<file path="src/sv/marked_varint_codec_unit_assert.svh">
// Assertion helpers for the codec unit
`ifndef MARKED_VARINT_CODEC_UNIT_ASSERT_SVH
`define MARKED_VARINT_CODEC_UNIT_ASSERT_SVH

// Same-cycle implication under reset
`define MVC_ASSERT_IMPLY(label, clk, rst_n, ante, cons, msg) \
    label: assert property (@(posedge clk) disable iff (!rst_n) (ante) |-> (cons)) \
        else $error(msg);

// Next-cycle implication under reset
`define MVC_ASSERT_NEXT(label, clk, rst_n, ante, cons, msg) \
    label: assert property (@(posedge clk) disable iff (!rst_n) (ante) |=> (cons)) \
        else $error(msg);

`endif

</file>
<file path="src/sv/mvc_pkg.sv">
`timescale 1ns / 1ps

package mvc_pkg;

    localparam int MAX_BYTES  = 4;
    localparam int LANES      = 4;
    localparam int GROUP_BITS = 7;
    localparam int MARK_SPAN  = 6;

    localparam logic [2:0] ROOM_LIMIT = 3'd5;

    localparam logic ACT_ENCODE = 1'b0;
    localparam logic ACT_DECODE = 1'b1;

    localparam logic LEVEL_REG_IDX = 1'b0;

    typedef struct packed {
        logic [4:0]             pad;
        logic [2:0]             room;
        logic [LANES-1:0][7:0]  in_bytes;
        logic [31:0]            index_value;
    } in_item_t;

    typedef struct packed {
        logic                   pad;
        logic [2:0]             byte_count;
        logic [LANES-1:0][7:0]  out_bytes;
        logic [27:0]            out_value;
    } result_t;

    typedef struct packed {
        logic       update;
        logic [2:0] level;
    } level_upd_t;

    typedef struct packed {
        logic [LANES-1:0][7:0]  out_bytes;
        logic [2:0]             byte_count;
    } enc_result_t;

    typedef struct packed {
        logic [27:0]    out_value;
        logic [2:0]     byte_count;
        level_upd_t     level_upd;
    } dec_result_t;

    function automatic logic [2:0] clamp_room(input logic [2:0] room);
        return (room > ROOM_LIMIT) ? ROOM_LIMIT : room;
    endfunction

endpackage

</file>
<file path="src/sv/marked_varint_codec_unit.sv">
`timescale 1ns / 1ps
// Channel   Dir  Signals                          Carries
// s_        in   s_tvalid s_tready s_tdata s_tuser  one request: action, marker flag, value,
//                                                   four bytes, room
// m_        out  m_tvalid m_tready m_tdata          one result: value, four bytes, count
// apb       in   psel penable pwrite paddr pwdata   level_setting at byte address 0
//                prdata pready
//
// One request per cycle sustained while m_tready stays high; input register, then result register.
// Encode and decode run as short logic between the two registers; the level register
// updates on the same edge that loads the result, so the next request sees it.
// Reset clears the valid flags, current level and level_setting; nothing else is cleared.
// When m_tready is low the result holds, the input register fills and s_tready drops.

`include "marked_varint_codec_unit_assert.svh"

module marked_varint_codec_unit
(
    input  logic        clk,
    input  logic        rst_n,
    input  logic        s_tvalid,
    output logic        s_tready,
    input  logic [71:0] s_tdata,   // index_value[31:0], in_byte0..3 [63:32], room[66:64], zero
    input  logic [1:0]  s_tuser,   // action[0], marked[1]
    output logic        m_tvalid,
    input  logic        m_tready,
    output logic [63:0] m_tdata,   // out_value[27:0], out_byte0..3 [59:28], byte_count[62:60]
    input  logic        psel,
    input  logic        penable,
    input  logic        pwrite,
    input  logic [2:0]  paddr,
    input  logic [31:0] pwdata,
    output logic [31:0] prdata,
    output logic        pready
);

    logic                   in_valid_reg;
    mvc_pkg::in_item_t      in_item_reg;
    logic                   in_action_reg;
    logic                   in_marked_reg;
    logic                   m_valid_reg;
    mvc_pkg::result_t       result_reg;
    mvc_pkg::result_t       result_next;
    logic                   advance;
    logic                   s_take;
    logic [2:0]             level;
    mvc_pkg::enc_result_t   enc_res;
    mvc_pkg::dec_result_t   dec_res;
    mvc_pkg::level_upd_t    level_upd;
    logic                   cfg_wr_level;

    assign advance  = !m_valid_reg || m_tready;
    assign s_tready = !in_valid_reg || advance;
    assign s_take   = s_tvalid && s_tready;

    always_ff @(posedge clk or negedge rst_n)
    begin
        if (!rst_n)
        begin
            in_valid_reg <= 1'b0;
            m_valid_reg  <= 1'b0;
        end
        else
        begin
            if (s_tready)
            begin
                in_valid_reg <= s_tvalid;
            end
            if (advance)
            begin
                m_valid_reg <= in_valid_reg;
            end
        end
    end

    always_ff @(posedge clk)
    begin
        if (s_take)
        begin
            in_item_reg   <= mvc_pkg::in_item_t'(s_tdata);
            in_action_reg <= s_tuser[0];
            in_marked_reg <= s_tuser[1];
        end
        if (advance && in_valid_reg)
        begin
            result_reg <= result_next;
        end
    end

    mvc_encoder u_encoder
    (
        .level       (level),
        .marked      (in_marked_reg),
        .index_value (in_item_reg.index_value),
        .room        (in_item_reg.room),
        .result      (enc_res)
    );

    mvc_decoder u_decoder
    (
        .marked   (in_marked_reg),
        .in_bytes (in_item_reg.in_bytes),
        .room     (in_item_reg.room),
        .result   (dec_res)
    );

    always_comb
    begin
        result_next     = '0;
        level_upd       = '0;
        level_upd.level = dec_res.level_upd.level;
        unique case (in_action_reg)
            mvc_pkg::ACT_ENCODE:
            begin
                result_next.out_bytes  = enc_res.out_bytes;
                result_next.byte_count = enc_res.byte_count;
            end
            mvc_pkg::ACT_DECODE:
            begin
                result_next.out_value  = dec_res.out_value;
                result_next.byte_count = dec_res.byte_count;
                // commit the new level only as the request moves on
                level_upd.update = dec_res.level_upd.update && in_valid_reg && advance;
            end
            default:
            begin
                result_next = '0;
            end
        endcase
    end

    mvc_level_regs u_level_regs
    (
        .clk       (clk),
        .rst_n     (rst_n),
        .psel      (psel),
        .penable   (penable),
        .pwrite    (pwrite),
        .paddr     (paddr),
        .pwdata    (pwdata),
        .prdata    (prdata),
        .pready    (pready),
        .level_upd (level_upd),
        .level     (level)
    );

    assign m_tvalid = m_valid_reg;
    assign m_tdata  = result_reg;

    assign cfg_wr_level = psel && penable && pwrite && pready
                          && (paddr[2] == mvc_pkg::LEVEL_REG_IDX);

    `MVC_ASSERT_NEXT(a_cfg_loads_level, clk, rst_n, cfg_wr_level, level == $past(pwdata[2:0]), "level not loaded by write")
    `MVC_ASSERT_IMPLY(a_zero_count_empty, clk, rst_n, m_valid_reg && result_reg.byte_count == 3'd0, result_reg.out_value == 28'd0 && result_reg.out_bytes == '0, "zero count with payload")
    `MVC_ASSERT_IMPLY(a_overflow_continues, clk, rst_n, m_valid_reg && result_reg.byte_count == 3'(mvc_pkg::MAX_BYTES + 1), result_reg.out_bytes[mvc_pkg::MAX_BYTES-1][7], "overflow without continuation")
    `MVC_ASSERT_NEXT(a_stall_keeps_input, clk, rst_n, in_valid_reg && !advance, in_valid_reg, "input request lost in stall")

endmodule

</file>
<file path="src/sv/mvc_encoder.sv">
`timescale 1ns / 1ps

module mvc_encoder
(
    input  logic [2:0]          level,
    input  logic                marked,
    input  logic [31:0]         index_value,
    input  logic [2:0]          room,
    output mvc_pkg::enc_result_t result
);

    logic [31:0]                    val;
    logic [mvc_pkg::LANES-1:0]      cont;
    logic [2:0]                     need;
    logic [2:0]                     room_c;
    logic [2:0]                     count;
    logic                           done;

    always_comb
    begin
        val = index_value;
        if (marked && level != 3'd0)
        begin
            val = (index_value << level) | (32'd1 << (level - 3'd1));
        end

        // continuation: something remains above this group
        for (int k = 0; k < mvc_pkg::LANES; k++)
        begin
            cont[k] = (val >> (mvc_pkg::GROUP_BITS * (k + 1))) != 32'd0;
        end

        need = 3'(mvc_pkg::MAX_BYTES + 1);
        done = 1'b0;
        for (int k = 0; k < mvc_pkg::LANES; k++)
        begin
            if (!done && k < mvc_pkg::MAX_BYTES && !cont[k])
            begin
                need = 3'(k + 1);
                done = 1'b1;
            end
        end

        room_c = mvc_pkg::clamp_room(room);
        count  = (room_c < need) ? room_c : need;

        for (int k = 0; k < mvc_pkg::LANES; k++)
        begin
            if (3'(k) < count && k < mvc_pkg::MAX_BYTES)
            begin
                result.out_bytes[k] = {cont[k],
                                       val[mvc_pkg::GROUP_BITS * k +: mvc_pkg::GROUP_BITS]};
            end
            else
            begin
                result.out_bytes[k] = 8'd0;
            end
        end
        result.byte_count = count;
    end

endmodule

</file>
<file path="src/sv/mvc_decoder.sv">
`timescale 1ns / 1ps

module mvc_decoder
(
    input  logic                                marked,
    input  logic [mvc_pkg::LANES-1:0][7:0]      in_bytes,
    input  logic [2:0]                          room,
    output mvc_pkg::dec_result_t                result
);

    logic [2:0]     lim;
    logic [2:0]     n;
    logic [27:0]    res;
    logic           stop;
    logic           last_nz;
    logic           canon;
    logic [2:0]     pos;
    logic           hit;
    logic [2:0]     level_new;
    logic [27:0]    shifted;
    logic           ok;

    function automatic logic [2:0] min_lim(input logic [2:0] r);
        logic [2:0] rc;
        rc = mvc_pkg::clamp_room(r);
        return (rc < 3'(mvc_pkg::MAX_BYTES)) ? rc : 3'(mvc_pkg::MAX_BYTES);
    endfunction

    always_comb
    begin
        lim = min_lim(room);
    end

    always_comb
    begin
        n       = 3'd0;
        res     = 28'd0;
        stop    = 1'b0;
        last_nz = 1'b0;
        // gather groups up to the first byte without continuation, within the room limit
        for (int k = 0; k < mvc_pkg::LANES; k++)
        begin
            if (!stop && 3'(k) < lim)
            begin
                n       = 3'(k + 1);
                res     = res | (28'(in_bytes[k][6:0]) << (mvc_pkg::GROUP_BITS * k));
                last_nz = in_bytes[k][6:0] != 7'd0;
                stop    = !in_bytes[k][7];
            end
        end
        // shortest form: a longer run must end in a nonzero group
        canon = (n == 3'd1) || last_nz;

        pos = 3'd0;
        hit = 1'b0;
        for (int i = 0; i < mvc_pkg::MARK_SPAN; i++)
        begin
            if (!hit && res[i])
            begin
                pos = 3'(i);
                hit = 1'b1;
            end
        end
        level_new = pos + 3'd1;
        shifted   = res >> level_new;

        ok = stop && canon && (!marked || hit);

        result.out_value        = ok ? (marked ? shifted : res) : 28'd0;
        result.byte_count       = ok ? n : 3'd0;
        result.level_upd.update = ok && marked;
        result.level_upd.level  = level_new;
    end

endmodule

</file>
<file path="src/sv/mvc_level_regs.sv">
`timescale 1ns / 1ps

module mvc_level_regs
(
    input  logic                clk,
    input  logic                rst_n,
    input  logic                psel,
    input  logic                penable,
    input  logic                pwrite,
    input  logic [2:0]          paddr,
    input  logic [31:0]         pwdata,
    output logic [31:0]         prdata,
    output logic                pready,
    input  mvc_pkg::level_upd_t level_upd,
    output logic [2:0]          level
);

    logic [2:0] level_setting_reg;
    logic [2:0] level_setting_next;
    logic [2:0] current_level_reg;
    logic [2:0] current_level_next;
    logic       cfg_wr;

    assign pready = 1'b1;
    assign cfg_wr = psel && penable && pwrite && pready && (paddr[2] == mvc_pkg::LEVEL_REG_IDX);

    always_comb
    begin
        level_setting_next = level_setting_reg;
        current_level_next = current_level_reg;
        priority if (cfg_wr)
        begin
            level_setting_next = pwdata[2:0];
            current_level_next = pwdata[2:0];
        end
        else if (level_upd.update)
        begin
            current_level_next = level_upd.level;
        end
        else
        begin
            current_level_next = current_level_reg;
        end
    end

    always_ff @(posedge clk or negedge rst_n)
    begin
        if (!rst_n)
        begin
            level_setting_reg <= 3'd0;
            current_level_reg <= 3'd0;
        end
        else
        begin
            level_setting_reg <= level_setting_next;
            current_level_reg <= current_level_next;
        end
    end

    assign prdata = (paddr[2] == mvc_pkg::LEVEL_REG_IDX) ? {29'd0, level_setting_reg} : 32'd0;
    assign level  = current_level_reg;

endmodule

</file>
<file path="config.mk">
export PLATFORM = sky130hd
export DESIGN_NAME = marked_varint_codec_unit
export DESIGN_NICKNAME = d
export VERILOG_FILES = /design/src/sv/mvc_pkg.sv /design/src/sv/marked_varint_codec_unit.sv /design/src/sv/mvc_encoder.sv /design/src/sv/mvc_decoder.sv /design/src/sv/mvc_level_regs.sv
export VERILOG_INCLUDE_DIRS = /design/src /design/src/sv
export SDC_FILE = /design/constraint.sdc
export NUM_CORES = 1
export LEC_CHECK = 0
export ABC_AREA = 1
export ABC_CLOCK_PERIOD_IN_PS = 3850
export BUFFER_PORTS_ARGS = -buffer_cell sky130_fd_sc_hd__buf_2
export CAP_MARGIN = 10
export CORE_MARGIN = 8
export CORE_UTILIZATION = 25
export CTS_CLUSTER_SIZE = 8
export DETAILED_ROUTE_END_ITERATION = 10
export PLACE_DENSITY_LB_ADDON = 0.08
export SLEW_MARGIN = 0
export SYNTH_ARGS = -nofsm -noshare
export SYNTH_HDL_FRONTEND = slang
export SYNTH_HIERARCHICAL = 1
export SYNTH_SLANG_ARGS = --single-unit
</file>
<file path="constraint.sdc">
create_clock -name clk -period 3.85 [get_ports clk]
set_input_delay 0.5775 -clock clk [delete_from_list [all_inputs] [get_ports clk]]
set_output_delay 0.5775 -clock clk [all_outputs]
set_load 0.05 [all_outputs]
</file>
==> metrics.txt <==
ANT nets after route=0; initial antenna violation count=7; gr ovfl total=0; synthesized area=9245 um^2; clock root cell=clkbuf_16; flip-flop and latch count after synthesis=140; critical path data required time=4.11 ns; CTS tree=built; count leader, synth=nand2_1; Design Area, Final=11010 um^2; busiest grt layer=met1; sequential element share of the synthesized area=45.04%; share of post-route cells with drive strength above 1=approximately 19%; htree depth=4; DRC Markers=0; Syn Inst Count=1230; Ys Warns=6; headroom to the max-slew limit=45.40%; Setup Skew=0.01164 ns; reg2reg start=u_level_regs/level[0]$_DFFE_PN0P_; Die H=roughly 210 um; via count=8250; routed vias/inst=about 4.5; Die Wd=roughly 210 um; die area=43390 um^2; Cell Pwr Density=519.2 nW/um^2; hold path cells=1; GRT Resource Usage Total=13.63%; total CTS buffers=17; Critical Path Source=u_level_regs/level[0]$_DFFE_PN0P_; Yosys top cell area share=42.87%; Setup WS post-layout=between 0.3 and 0.4 ns; status=complete, no violations; Worst-Skew Late Latency=0.43 ns; DR pass1 iterations=5; # Max-Cap Violations=0; leakage power=between 5 and 6 nW; I/O Buffers=about 150; Fmax=285.4 MHz; Area Growth Syn to Fin=19.08%; hold path start=s_tdata[6]; Slew Viols, Final=0; post-route minimum period=between 3 and 4 ns; Starting Density=25.31%; CTS max path bufs=2; post-DP HPWL=roughly 23 mm; largest cells by area after synthesis=edfxtp_1 (43%), nand3_1 (14%), nand2_1 (12%); setup violators final=0; DR WL/cell=~16 um; Most used DFF post-synth=edfxtp_1; worst r2r dst=m_tdata[50]$_SDFFCE_PP0P_; placed inst area=~10000 um^2; core area=about 37000 um^2; CP Launch Type=flip-flop; measured slew at the worst slew-check pin=0.8178 ns; unrepaired setup endpoints after global routing=no; WL final=around 30 mm; clk slew on worst S/H paths=0.07 ns; R2R depth=21; largest net degree at the start of global routing=44; TNS Setup=0 ns; first-pass GRT wire length=46.77 mm; most frequent cells after synthesis=nand2_1 (297), nand3_1 (250), inv_1 (191), edfxtp_1 (132), nor2_1 (132); vias in the first global route=around 8100; nets=1489; class of the most critical setup path=flip-flop to flip-flop; drt initial violations=roughly 700; Crit Path Max Fanout=23; # IOs=approximately 220; hold endpoint=in_item_reg[6]$_DFFE_PP_; Hold Slack=about 0.32 ns; CP arrival=3.76 ns; crit share post-route=91.01%; HP Class=input port to flip-flop; grt met3 use=approximately 4.1%; final hold violations=0; Final Util=a little under a third; max reg flops=67; Global Route met2 Usage=roughly a fifth; Max VDD drop=0.0003346 V; Final GP Congestion=roughly 0.83; clock net sink count=140; Synth Area per Inst=7.516 um^2; Setup WS pre-CTS=0.2254 ns; post-synth cell types=42; number of flops mapped to enable cells by yosys=132; biggest area consumer among synthesized cells=edfxtp_1; met1 track demand over resource=20.11%; FP Rows=70; critical path endpoint category=flip-flop; Post-synth ARST share=between 5 and 6%; r2r setup slk=0.35 ns
## placed cells by master, fill, tap and decap left out, types with 2 or more instances in the layout
cell type   instances
clkinv_4            3
buf_2             147
diode_2             2
a31oi_1            10
ha_1                4
conb_1             31
buf_12              2
nand3_2             7
clkbuf_16          17
clkbuf_1            4
inv_1             187
a21oi_1            20
nor2_1            132
inv_2               3
clkinvlp_4          4
o211ai_1            2
nor2_4              3
nor2_2             16
clkinv_1            3
dfrtp_1             7
nand2_2            12
nand2_1           295
nand2_4             8
o21ai_0            23
a221oi_1            2
nand3_1           250
buf_4              30
bufinv_16           4
edfxtp_1          132
nand4_1             4
## power breakdown
group | switching, mW | internal, mW | leakage [nW]
logic | 1.46 | 0.556 | 3.77
registers | 0.0975 | 1.86 | 1.39
clock network | 0.661 | 1.08 | 0.287
## critical path: stages, from the launching register on
cell and delay [ns]:
dfrtp_2 0.48, buf_4 0.25, nand2_1 0.11, nand3_1 0.12
nand3_1 0.15, nand3_1 0.09, nor2_1 0.11, nand3_1 0.13
nor2_2 0.17, inv_1 0.07, nor2_2 0.18, inv_1 0.07
ha_1 0.29, inv_1 0.04, a21oi_1 0.21, buf_4 0.16
nand3_2 0.10, nand3_4 0.19, nand2_4 0.10, nor2_1 0.09
inv_1 0.05, nor2_1 0.16
## cells by family after synthesis
family          after synthesis  share of synthesized area, %
other cells                   3                        0.1218
xor+xnor                      1                        0.1760
simple gates                735                         35.95
compound gates               63                         3.925
flops                       140                         45.04
fa+ha+maj                     4                        0.5414
buf+inv                     284                         14.25
## layer usage
metal  part of all wire (%)  wire [um]
met1                     52      15370
met2                     40      11840
met3                    6.9       2050
met4                   0.94        279
met5                   0.22         64
## repair_timing
action / 4_1_cts / 5_1_grt
setup buffers: 0 / 4
endpoints found under the hold margin: 8 / 0
gates resized for setup: 0 / 9
endpoints found under the setup margin: 0 / 15
hold buffers: 1 / 0
## per-stage QoR
stage               power (mW)  std cells
detailed placement       3.989       1812
floorplan                3.499       1258
CTS                      5.767       1845
finish                   5.716       1852
global placement         3.997       1812
global route             6.075       1851
## worst max path at each step
stage / slack [ns] / to / depth (start not counted)
6_report: 0.35 / m_tdata[50]$_SDFFCE_PP0P_ / 21
5_1_grt: 0.0007 / m_tdata[51]$_SDFFCE_PP0P_ / 21
4_1_cts: 0.20 / m_tdata[50]$_SDFFCE_PP0P_ / 20
3_5_place_dp: 0.23 / m_tdata[50]$_SDFFCE_PP0P_ / 20
3_3_place_gp: 0.26 / m_tdata[46]$_SDFFCE_PP0P_ / 20
2_1_floorplan: 0.83 / m_tdata[31]$_SDFFCE_PP0P_ / 24
## layout make-up
cell class | instances | area, um^2
Antenna cell | 2 | 5.005
Clock buffer | 21 | 440.4
Sequential cell | 140 | 4165
Clock inverter | 11 | 168.9
Multi-Input combinational cell | 834 | 3879
Timing Repair inverter | 1 | 5.005
Tap cell | 468 | 585.6
Inverter | 194 | 738.2
Timing Repair Buffer | 181 | 1022
Fill cell | 4031 | 25510
(Power assumes the default switching activity.)
